## config.mk

```make
export PLATFORM = sky130hd
export DESIGN_NAME = longest_prefix_match_route
export DESIGN_NICKNAME = d
export VERILOG_FILES = /design/src/hw/rtl/lpmr_pkg.sv /design/src/hw/rtl/longest_prefix_match_route.sv
export VERILOG_INCLUDE_DIRS = /design/src /design/src/hw/rtl
export SDC_FILE = /design/constraint.sdc
export NUM_CORES = 2
export LEC_CHECK = 0
export ABC_AREA = 1
export BUFFER_PORTS_ARGS = -buffer_cell sky130_fd_sc_hd__buf_2
export CAP_MARGIN = 20
export CORE_MARGIN = 5
export CORE_UTILIZATION = 29
export CTS_CLUSTER_DIAMETER = 80
export DETAILED_ROUTE_END_ITERATION = 10
export GPL_ROUTABILITY_DRIVEN = 0
export GPL_TIMING_DRIVEN = 0
export PLACE_DENSITY = 0.5
export SETUP_SLACK_MARGIN = 0.02
export SLEW_MARGIN = 20
export SYNTH_ARGS = -nofsm -noshare
export SYNTH_HDL_FRONTEND = slang
export SYNTH_SLANG_ARGS = --single-unit
```

## constraint.sdc

```tcl
create_clock -name clk -period 13.67 [get_ports clk]
set_clock_uncertainty 0.1 [all_clocks]
set_input_delay 2.734 -clock clk [delete_from_list [all_inputs] [get_ports clk]]
set_output_delay 2.734 -clock clk [all_outputs]
set_load 0.01 [all_outputs]
```

## src/hw/rtl/longest_prefix_match_route_defines.svh

```systemverilog
// assertion macros for the longest prefix match route block
`ifndef LONGEST_PREFIX_MATCH_ROUTE_DEFINES_SVH
`define LONGEST_PREFIX_MATCH_ROUTE_DEFINES_SVH

// same-cycle implication, checked out of reset
`define LPMR_ASSERT_NOW(label, ante, cons, msg) \
	label: assert property (@(posedge clk) disable iff (!arst_n) (ante) |-> (cons)) \
		else $error(msg);

// next-cycle implication, checked out of reset
`define LPMR_ASSERT_NEXT(label, ante, cons, msg) \
	label: assert property (@(posedge clk) disable iff (!arst_n) (ante) |=> (cons)) \
		else $error(msg);

`endif

```

## src/hw/rtl/lpmr_pkg.sv

```systemverilog
// shared types, codes and defaults for the longest prefix match route block
package lpmr_pkg;

	localparam int TABLE_DEPTH_DEF = 16;
	localparam int IFACE_BITS_DEF  = 4;

	localparam int ADDR_W      = 32;
	localparam int INDEX_W     = 4;
	localparam int IFACE_W     = 4;
	// only slots addressable by the index field can ever be written
	localparam int MAX_SLOTS   = 1 << INDEX_W;

	localparam logic OP_WRITE  = 1'b0;
	localparam logic OP_LOOKUP = 1'b1;

	typedef struct packed {
		logic               operation;
		logic [INDEX_W-1:0] entry_index;
		logic               entry_valid;
		logic [ADDR_W-1:0]  entry_dest;
		logic [ADDR_W-1:0]  entry_mask;
		logic [ADDR_W-1:0]  entry_gateway;
		logic [IFACE_W-1:0] entry_iface;
		logic [ADDR_W-1:0]  lookup_addr;
	} lpmr_req_t;

	typedef struct packed {
		logic               hit;
		logic [INDEX_W-1:0] matched_index;
		logic [IFACE_W-1:0] out_iface;
		logic [ADDR_W-1:0]  route_hop;
	} lpmr_rsp_t;

	typedef enum logic [1:0] {
		ST_IDLE,
		ST_SCAN,
		ST_DRAIN,
		ST_OUT
	} lpmr_state_t;

endpackage

```

## src/hw/rtl/longest_prefix_match_route.sv

```systemverilog
// IPv4 longest prefix match routing table with a sequential table walk
//
// Usage: two valid/stall channels. A request transfer on req either writes one
// table slot (operation write) or looks up an address (operation lookup).
// A write takes effect in the cycle of its transfer and gives no response;
// req_stall stays low for it, so writes can stream one per cycle while the block is idle.
// A lookup walks every stored slot through a single masked comparator, one
// slot per cycle, keeping the numerically largest mask (lowest slot on a tie).
// A lookup occupies the block from its transfer to rsp_valid; req_stall is
// high for that whole time. Slots at index 16 and above cannot be addressed,
// so the walk covers at most 16 slots.
// The response sits in an output register until its transfer on rsp; while
// rsp_stall holds it, the finished lookup waits and req stays stalled.
// Reset (arst_n low) clears every slot's valid bit, drops any lookup in
// progress and empties the output register.
`include "longest_prefix_match_route_defines.svh"

module longest_prefix_match_route #(
	parameter int TABLE_DEPTH = lpmr_pkg::TABLE_DEPTH_DEF,
	parameter int IFACE_BITS  = lpmr_pkg::IFACE_BITS_DEF
) (
	input  logic               clk,
	input  logic               arst_n,
	input  logic               req_valid,
	output logic               req_stall,
	input  lpmr_pkg::lpmr_req_t req,
	output logic               rsp_valid,
	input  logic               rsp_stall,
	output lpmr_pkg::lpmr_rsp_t rsp
);
	import lpmr_pkg::*;

	localparam int STORE_DEPTH = (TABLE_DEPTH < MAX_SLOTS) ? TABLE_DEPTH : MAX_SLOTS;
	localparam int IDX_W       = (STORE_DEPTH > 1) ? $clog2(STORE_DEPTH) : 1;
	localparam logic [IDX_W-1:0]   LAST_IDX  = IDX_W'(STORE_DEPTH - 1);
	localparam logic [INDEX_W:0]   SLOT_LIM  = (INDEX_W + 1)'(STORE_DEPTH);

	// route storage
	logic [ADDR_W-1:0]     route_dest_mem    [STORE_DEPTH];
	logic [ADDR_W-1:0]     route_mask_mem    [STORE_DEPTH];
	logic [ADDR_W-1:0]     route_gateway_mem [STORE_DEPTH];
	logic [IFACE_BITS-1:0] route_iface_mem   [STORE_DEPTH];
	logic [STORE_DEPTH-1:0] valid_q;

	lpmr_state_t state_q, state_d;
	logic [IDX_W-1:0]  scan_idx_q;
	logic [ADDR_W-1:0] addr_q;

	// read stage
	logic                  cmp_vld_s1;
	logic                  cmp_last_s1;
	logic [IDX_W-1:0]      rd_idx_s1;
	logic                  rd_valid_s1;
	logic [ADDR_W-1:0]     rd_dest_s1;
	logic [ADDR_W-1:0]     rd_mask_s1;
	logic [ADDR_W-1:0]     rd_gw_s1;
	logic [IFACE_BITS-1:0] rd_iface_s1;

	// best match so far
	logic                  found_q;
	logic [IDX_W-1:0]      best_idx_q;
	logic [ADDR_W-1:0]     best_mask_q;
	logic [ADDR_W-1:0]     best_gw_q;
	logic [IFACE_BITS-1:0] best_iface_q;

	logic      rsp_valid_q;
	lpmr_rsp_t rsp_q, rsp_d;

	logic req_xfer, wr_en, start, issue, load_rsp, take;
	logic [IFACE_BITS-1:0] wr_iface;
	logic [IFACE_W-1:0]    best_iface_out;

	assign req_xfer = req_valid && !req_stall;
	assign wr_en    = req_xfer && (req.operation == OP_WRITE)
		&& ({1'b0, req.entry_index} < SLOT_LIM);

	// interface number resized to the stored width and back
	for (genvar b = 0; b < IFACE_BITS; b++) begin : g_wr_iface
		if (b < IFACE_W) begin : g_bit
			assign wr_iface[b] = req.entry_iface[b];
		end else begin : g_zero
			assign wr_iface[b] = 1'b0;
		end
	end
	for (genvar b = 0; b < IFACE_W; b++) begin : g_rd_iface
		if (b < IFACE_BITS) begin : g_bit
			assign best_iface_out[b] = best_iface_q[b];
		end else begin : g_zero
			assign best_iface_out[b] = 1'b0;
		end
	end

	// sequencer next state and controls
	always_comb begin
		state_d   = state_q;
		req_stall = 1'b1;
		start     = 1'b0;
		issue     = 1'b0;
		load_rsp  = 1'b0;
		case (state_q)
			ST_IDLE: begin
				req_stall = 1'b0;
				if (req_valid && req.operation == OP_LOOKUP) begin
					start   = 1'b1;
					state_d = ST_SCAN;
				end
			end
			ST_SCAN: begin
				issue = 1'b1;
				if (scan_idx_q == LAST_IDX) begin
					state_d = ST_DRAIN;
				end
			end
			ST_DRAIN: begin
				state_d = ST_OUT;
			end
			ST_OUT: begin
				if (!rsp_valid_q || !rsp_stall) begin
					load_rsp = 1'b1;
					state_d  = ST_IDLE;
				end
			end
			default: begin
				state_d = ST_IDLE;
			end
		endcase
	end

	always_ff @(posedge clk or negedge arst_n) begin
		if (!arst_n) begin
			state_q <= ST_IDLE;
		end else begin
			state_q <= state_d;
		end
	end

	// slot writes: fields of a cleared slot are never used, only its valid bit drops
	always_ff @(posedge clk) begin
		if (wr_en && req.entry_valid) begin
			route_dest_mem[req.entry_index[IDX_W-1:0]]    <= req.entry_dest;
			route_mask_mem[req.entry_index[IDX_W-1:0]]    <= req.entry_mask;
			route_gateway_mem[req.entry_index[IDX_W-1:0]] <= req.entry_gateway;
			route_iface_mem[req.entry_index[IDX_W-1:0]]   <= wr_iface;
		end
	end

	always_ff @(posedge clk or negedge arst_n) begin
		if (!arst_n) begin
			valid_q <= '0;
		end else if (wr_en) begin
			valid_q[req.entry_index[IDX_W-1:0]] <= req.entry_valid;
		end
	end

	// scan counter and captured lookup address
	always_ff @(posedge clk or negedge arst_n) begin
		if (!arst_n) begin
			scan_idx_q <= '0;
		end else if (start) begin
			scan_idx_q <= '0;
		end else if (issue && scan_idx_q != LAST_IDX) begin
			scan_idx_q <= scan_idx_q + 1'b1;
		end
	end

	always_ff @(posedge clk) begin
		if (start) begin
			addr_q <= req.lookup_addr;
		end
	end

	// registered table read
	always_ff @(posedge clk or negedge arst_n) begin
		if (!arst_n) begin
			cmp_vld_s1  <= 1'b0;
			cmp_last_s1 <= 1'b0;
		end else begin
			cmp_vld_s1  <= issue;
			cmp_last_s1 <= issue && (scan_idx_q == LAST_IDX);
		end
	end

	always_ff @(posedge clk) begin
		if (issue) begin
			rd_idx_s1   <= scan_idx_q;
			rd_valid_s1 <= valid_q[scan_idx_q];
			rd_dest_s1  <= route_dest_mem[scan_idx_q];
			rd_mask_s1  <= route_mask_mem[scan_idx_q];
			rd_gw_s1    <= route_gateway_mem[scan_idx_q];
			rd_iface_s1 <= route_iface_mem[scan_idx_q];
		end
	end

	// shared masked comparator: match, then strictly larger mask value wins
	assign take = cmp_vld_s1 && rd_valid_s1
		&& ((addr_q & rd_mask_s1) == (rd_dest_s1 & rd_mask_s1))
		&& (!found_q || (best_mask_q < rd_mask_s1));

	always_ff @(posedge clk or negedge arst_n) begin
		if (!arst_n) begin
			found_q <= 1'b0;
		end else if (start) begin
			found_q <= 1'b0;
		end else if (take) begin
			found_q <= 1'b1;
		end
	end

	always_ff @(posedge clk) begin
		if (take) begin
			best_idx_q   <= rd_idx_s1;
			best_mask_q  <= rd_mask_s1;
			best_gw_q    <= rd_gw_s1;
			best_iface_q <= rd_iface_s1;
		end
	end

	// response build
	always_comb begin
		rsp_d = '0;
		if (found_q) begin
			rsp_d.hit           = 1'b1;
			rsp_d.matched_index = INDEX_W'(best_idx_q);
			rsp_d.out_iface     = best_iface_out;
			rsp_d.route_hop     = (best_gw_q != '0) ? best_gw_q : addr_q;
		end
	end

	// output register
	always_ff @(posedge clk or negedge arst_n) begin
		if (!arst_n) begin
			rsp_valid_q <= 1'b0;
		end else if (load_rsp) begin
			rsp_valid_q <= 1'b1;
		end else if (!rsp_stall) begin
			rsp_valid_q <= 1'b0;
		end
	end

	always_ff @(posedge clk) begin
		if (load_rsp) begin
			rsp_q <= rsp_d;
		end
	end

	assign rsp_valid = rsp_valid_q;
	assign rsp       = rsp_q;

	// checks
	`LPMR_ASSERT_NEXT(a_lookup_starts_scan,
		req_valid && !req_stall && req.operation == OP_LOOKUP,
		state_q == ST_SCAN, "lookup transfer did not start a table walk")
	`LPMR_ASSERT_NEXT(a_write_no_response,
		req_valid && !req_stall && req.operation == OP_WRITE && !rsp_valid,
		!rsp_valid, "table write produced a response")
	`LPMR_ASSERT_NOW(a_drain_has_last,
		state_q == ST_DRAIN, cmp_vld_s1 && cmp_last_s1,
		"drain without the last slot in the compare stage")
	`LPMR_ASSERT_NOW(a_best_is_valid,
		found_q && state_q != ST_IDLE, valid_q[best_idx_q],
		"selected route slot is not valid")
	`LPMR_ASSERT_NOW(a_miss_is_zero,
		rsp_valid && !rsp.hit,
		rsp.matched_index == '0 && rsp.out_iface == '0 && rsp.route_hop == '0,
		"miss response carries nonzero fields")

endmodule

```

[Word level (Yosys, flattened, before mapping)]
Memories as Yosys holds them, arrays and structs flattened. A register that Yosys moved wholly into a read port is not among the register bits.
Cells that the tools add are included.
Cells by class
  bitwise operators: 3
  multiplexer cells: 25
  eq/ne operators: 10
  reduce and logical (&&, ||, !) cells: 19
  magnitude comparators: 4
  add/subtract/negate cells: 1
Operators by type and width (count)
  32-bit bitwise AND: 2
  41-bit two-way mux: 1
  32-bit == test: 1
  32-bit < comparator: 1
  32-bit two-way mux: 1
  32-bit nonzero test: 1
  16-bit bitwise mux: 1
  1-bit two-way mux: 14
  4-bit by 5-bit < comparator with 1-bit output, second input constant: 2
  1-bit logical AND: 9
  4-bit two-way mux: 2
  2-bit case mux with 4 select lines: 1
  2-bit two-way mux: 3
  4-bit by 1-bit adder with 4-bit output, second input constant: 1
  1-bit binary-select mux with 4-bit select: 1
  1-bit demux with 4-bit select: 1
  2-bit == test, second input constant: 2
  4-bit == test, second input constant: 1
  4-bit by 1-bit >= comparator with 1-bit output, second input constant: 1
  2-bit by 1-bit inequality test with 1-bit output, second input constant: 2
  2-bit inequality test, second input constant: 2
  4-bit inequality test, second input constant: 1
  2-bit nonzero test: 2
  1-bit logical NOT: 3
  other kinds (5): 6
Storage, ports and cells
  bits in registers: 175
  output and inout port bits: 43
  memories: 4
  input port bits: 142
  RAM bits: 1600
  logic and storage cells: 83
Memories
  route_dest_mem: depth 16, bits a word 32, rd ports 1, clocked after Yosys merged registers in 1, wr ports 1, line longest_prefix_match_route.sv:39  | logic [ADDR_W-1:0] route_dest_mem [STORE_DEPTH];
  route_gateway_mem: depth 16, bits a word 32, rd ports 1, clocked after Yosys merged registers in 1, wr ports 1, line longest_prefix_match_route.sv:41  | logic [ADDR_W-1:0] route_gateway_mem [STORE_DEPTH];
  route_mask_mem: depth 16, bits a word 32, rd ports 1, clocked after Yosys merged registers in 1, wr ports 1, line longest_prefix_match_route.sv:40  | logic [ADDR_W-1:0] route_mask_mem [STORE_DEPTH];
  route_iface_mem: depth 16, bits a word 4, rd ports 1, clocked after Yosys merged registers in 1, wr ports 1, line longest_prefix_match_route.sv:42  | logic [IFACE_BITS-1:0] route_iface_mem [STORE_DEPTH];

[Logic depth before layout (Yosys ltp)]
  depth in word-level cells: 6
  mapped depth: 13
  depth with buffers taken out: 13

[Least setup slack after synthesis]
No wires, ideal clock.
  kind: input to register
  from: input req_valid
  to: memory route_dest_mem[0][0] (enable)
  setup time: 560 ps
  data required time: 13010 ps
  stages: 5
  arrival: 7486 ps
  slack: 5524 ps
  buffers on the path: 1
  cells stage by stage: inv_1 > nor3_1 > nand2_1 > clkbuf_1 > nor2_1
On the way
  cells in the longest elaborated chain, start to end: 5
RTL lines
  start: declaration: line longest_prefix_match_route.sv:24  | input logic req_valid,
  1-bit logical AND: line longest_prefix_match_route.sv:73  | assign req_xfer = req_valid && !req_stall;
  1-bit logical AND: line longest_prefix_match_route.sv:74  | assign wr_en = req_xfer && (req.operation == OP_WRITE)
  1-bit logical AND: line longest_prefix_match_route.sv:139  | if (wr_en && req.entry_valid) begin
  1-bit two-way mux: line longest_prefix_match_route.sv:139
  1-bit two-way mux (not written as such): line longest_prefix_match_route.sv:140  | route_dest_mem[req.entry_index[IDX_W-1:0]] <= req.entry_dest;
  end: declaration: line longest_prefix_match_route.sv:39
No other way between the ends.

[Final worst setup path]
  from: input req_valid
  to: memory route_gateway_mem[0][17] (enable)
On the way
  cells in the longest elaborated chain, start to end: 5
RTL lines
  1-bit logical AND: line longest_prefix_match_route.sv:73
  1-bit logical AND: line longest_prefix_match_route.sv:74
  1-bit logical AND: line longest_prefix_match_route.sv:139
  1-bit two-way mux: line longest_prefix_match_route.sv:139
  1-bit two-way mux (not written as such): line longest_prefix_match_route.sv:142  | route_gateway_mem[req.entry_index[IDX_W-1:0]] <= req.entry_gateway;
  end: declaration: line longest_prefix_match_route.sv:41
No other way between the ends.

==> results by group <==
Timing
  – Worst setup margin: 8.386 ns
  – Slew HR: a little over a fifth
  – Max Transition Viols Final: 0
  – RSZ-0062 raised after global routing: no
  – Least-Margin Pin Slew: approximately 1.2 ns
  – Hold slack final: 0.2970 ns
  – Final Hold Fails: 0
  – Max Freq: between 150 and 200 MHz
  – Minimum clock period: approximately 5.3 ns
  – Final setup viols: 0
  – Tcrit/Tclk final: between 30% and 40%

Floorplan
  – Core area: between 200000 and 250000 um2
  – Die width: ~500 um
  – I/O pin cnt: around 190
  – Die Area: ~260000 um2
  – FP Rows: approximately 180
  – Die H: 508.5 um
  – Starting Density: about 29%

Job
  – Number of max-cap violations: 0

Final layout
  – Register area: between 50000 and 60000 um2
  – Final instance area: about 86000 um2
  – # fillers: roughly 24000
  – Area occupied by multi-input gates: 14230 um2
  – Area added between synthesis and finish: 19.32%
  – Layout cells sized above 1: ~13%
  – Most common cell after layout, fill and taps aside: edfxtp_1
  – Final #Nets: roughly 5800
  – Most frequent cells in the layout: edfxtp_1 (1850), nor2_1 (901), o21ai_0 (802)

Global route
  – Vias in the first global route: around 45000
  – Total global routing overflow: 0
  – Global-route wire length before repair: between 300 and 400 mm
  – Total GRT Usage: between 10% and 20%
  – Largest net degree at the start of global routing: 40
  – Antenna violations before repair: 49

Setup path
  – CP top delay family: buffers and inverters
  – Most frequent CP cell: buf_16
  – Crit end category: flop
  – CP Launch Point: req_valid
  – CP Depth: 11
  – Slowest cell delay on critical path: between 0.6 and 0.7 ns
  – Bufs and invs on worst path: 8
  – Worst Setup Path Type: input port to flop
  – CP required: between 10 and 15 ns
  – Worst EP arrival: roughly 5.7 ns
  – Crit-path cells: buf_2, inv_1, nor3_1, nand2_1, clkbuf_2, nor2_4, buf_16, buf_16, buf_16, buf_16, buf_16
  – Worst-path maximum fanout: 16
  – Reg-to-Reg Start: state_q[1]
  – Worst setup SP type: input port
  – Crit path max-delay cell type: nor2_4
  – R2R cell count: 12

Synth
  – Cell count after synthesis: 5133
  – Avg Cell Area, Syn: 14.04 um2
  – Mapped cell area: between 70000 and 80000 um2
  – Yosys reg bits: ~1900
  – Post-Syn Nets: ~5300
  – YS warnings: 0
  – Sequential area share after synthesis: between 70% and 80%
  – Synth unique cells: 34

Placed design
  – Pre-CTS WS: around 7.4 ns
  – Hpwl dp: roughly 170 mm
  – IO buf count: 184
  – Dpl cell area: about 80000 um2

Clock network
  – # resized after CTS: 0
  – Longest Clk Path Bufs: 3
  – Root buf cell: clkbuf_16
  – Num CTS Buffers: 200
  – Hold_buf cts: 0
  – H-tree depth: 4
  – Number of setup buffers added after CTS: 0
  – Worst-path clk slew: ~0.06 ns
  – CTS tree: done
  – Clk sinks: 1875
  – Clock Latency Late Sink: 0.84 ns

Route
  – Drt total wl: ~240 mm
  – ANT nets after route: 0
  – Vias: between 40000 and 50000
  – Vias per cell: 5.062
  – TritonRoute pass-1 iters: 6
  – Met2 wire length: 115.3 mm
  – Iteration-0 DRC Markers: about 5200
  – Routed len/inst: between 20 and 30 um
  – M1 wire length: just over 100 mm
  – Top Layer Used: met5
  – DR WL met3: between 15 and 20 mm
  – DRC errors left: 0

Power and ir drop
  – Overall power: between 15 and 20 mW
  – Maximum VDD drop: around 0.15 mV
  – Power Dens Cells: 208.3 nW/um2
  – Lkg Pwr: 27.59 nW

Worst hold path
  – Hold path cells: 0
  – Hold Path Origin: rd_gw_s1[24]
  – Hold Crit Class: flop to flop

Status
  – Outcome: completed
-- cells by family after synthesis --
logic type	Yosys count	share of synthesized area, %
AOI/OAI and AO/OA	1395	11.13
xor gates and xnor gates	1	0.01215
adders and majority gates	36	0.6249
buffers and inverters	407	2.550
DFF	1875	77.94
and+or+nand+nor	1419	7.734
-- worst paths after layout --
kind / end / slack [ns]
max in group asynchronous: scan_idx_q[2] / 11.09
worst max-delay path: route_gateway_mem[0][17] / 8.39
min in group asynchronous: rsp_valid / 1.85
worst min-delay path: best_gw_q[24] / 0.30
worst min register to register: best_gw_q[24] / 0.30
worst max register to register: route_gateway_mem[0][17] / 9.56
-- per-stage QoR --
step / util [%] / setup TNS, ns / std cells
2_1_floorplan: - / 0 / 5133
3_3_place_gp: 31.12 / -10.48 / 8647
3_5_place_dp: 32.10 / 0 / 8746
4_1_cts: 34.66 / 0 / 9114
5_1_grt: 34.66 / 0 / 9116
6_report: 34.68 / 0 / 9138
-- sequential cells by signal (all words and copies together), names as in the netlist, 16 cells and up --
| register | count |
|---|---|
| best_gw_q | 32 |
| best_mask_q | 32 |
| valid_q | 16 |
| rd_mask_s1 | 32 |
| rd_dest_s1 | 32 |
| route_dest_mem | 512 |
| rd_gw_s1 | 32 |
| route_iface_mem | 64 |
| route_gateway_mem | 512 |
| route_mask_mem | 512 |
| rsp | 41 |
| addr_q | 32 |
-- area by class of cell --
| type | count | area share (%) |
|---|---|---|
| multi-input cells | 2851 | 16.55 |
| clock buffers | 235 | 5.972 |
| repair buffers | 283 | 3.701 |
| diodes | 24 | 0.06983 |
| well taps | 3330 | 4.845 |
| plain buffers | 333 | 1.816 |
| clock inverters | 133 | 1.392 |
| inverters | 74 | 0.3288 |
| flip-flops and latches | 1875 | 65.32 |
-- worst register-to-register path: cells and delay by family (launching register included) --
kind | cells | cell delay (ns)
buffers and inverters | 8 | 1.73
AND/OR/NAND/NOR | 3 | 1.34
flip-flops | 1 | 0.40
adder cells (fa/ha/maj) | 1 | 0.22
-- per-layer routing --
metal,GRT usage [%],vias up
met2,29.66,1906
met5,0,-
met1,24.62,23590
met3,4.093,337
met4,5.883,26
li1,-,20400
-- where the power goes --
part / switching [mW] / internal, mW
registers: 0.181 / 6.76
clock network: 2.33 / 2.95
logic: 4.29 / 1.41
-- Yosys cell counts --
| cell | number | area share, % |
|---|---|---|
| edfxtp_1 | 1850 | 77 |
| nor2_1 | 918 | 4.8 |
| o21ai_0 | 802 | 5.6 |
| nand2_1 | 320 | 1.7 |
| o22ai_1 | 251 | 2.2 |
| clkbuf_1 | 169 | 0.88 |
| nand3_1 | 160 | 1.1 |
| o221ai_1 | 153 | 1.9 |
| buf_2 | 106 | 0.74 |
| inv_1 | 71 | 0.37 |
| a21oi_1 | 68 | 0.47 |
| o21ai_1 | 61 | 0.42 |
| o211ai_1 | 51 | 0.53 |
| ha_1 | 36 | 0.62 |
| dfrtp_1 | 25 | 0.87 |
| buf_1 | 23 | 0.12 |
| buf_6 | 17 | 0.27 |
| buf_4 | 9 | 0.094 |
| clkbuf_2 | 9 | 0.062 |
| nand4_1 | 6 | 0.052 |
| nor3_1 | 6 | 0.042 |
| nor4_1 | 6 | 0.052 |
| a21o_1 | 3 | 0.031 |
| nand3b_1 | 2 | 0.021 |
| o21a_1 | 2 | 0.021 |
| a21boi_0 | 1 | 0.010 |
| a31oi_1 | 1 | 0.0087 |
| clkinv_1 | 1 | 0.0052 |
| inv_2 | 1 | 0.0052 |
| inv_6 | 1 | 0.012 |
| o211ai_2 | 1 | 0.017 |
| o22a_1 | 1 | 0.012 |
| or2_2 | 1 | 0.0087 |
| xor2_1 | 1 | 0.012 |
Note: power is estimated with default switching activity, not from simulation.
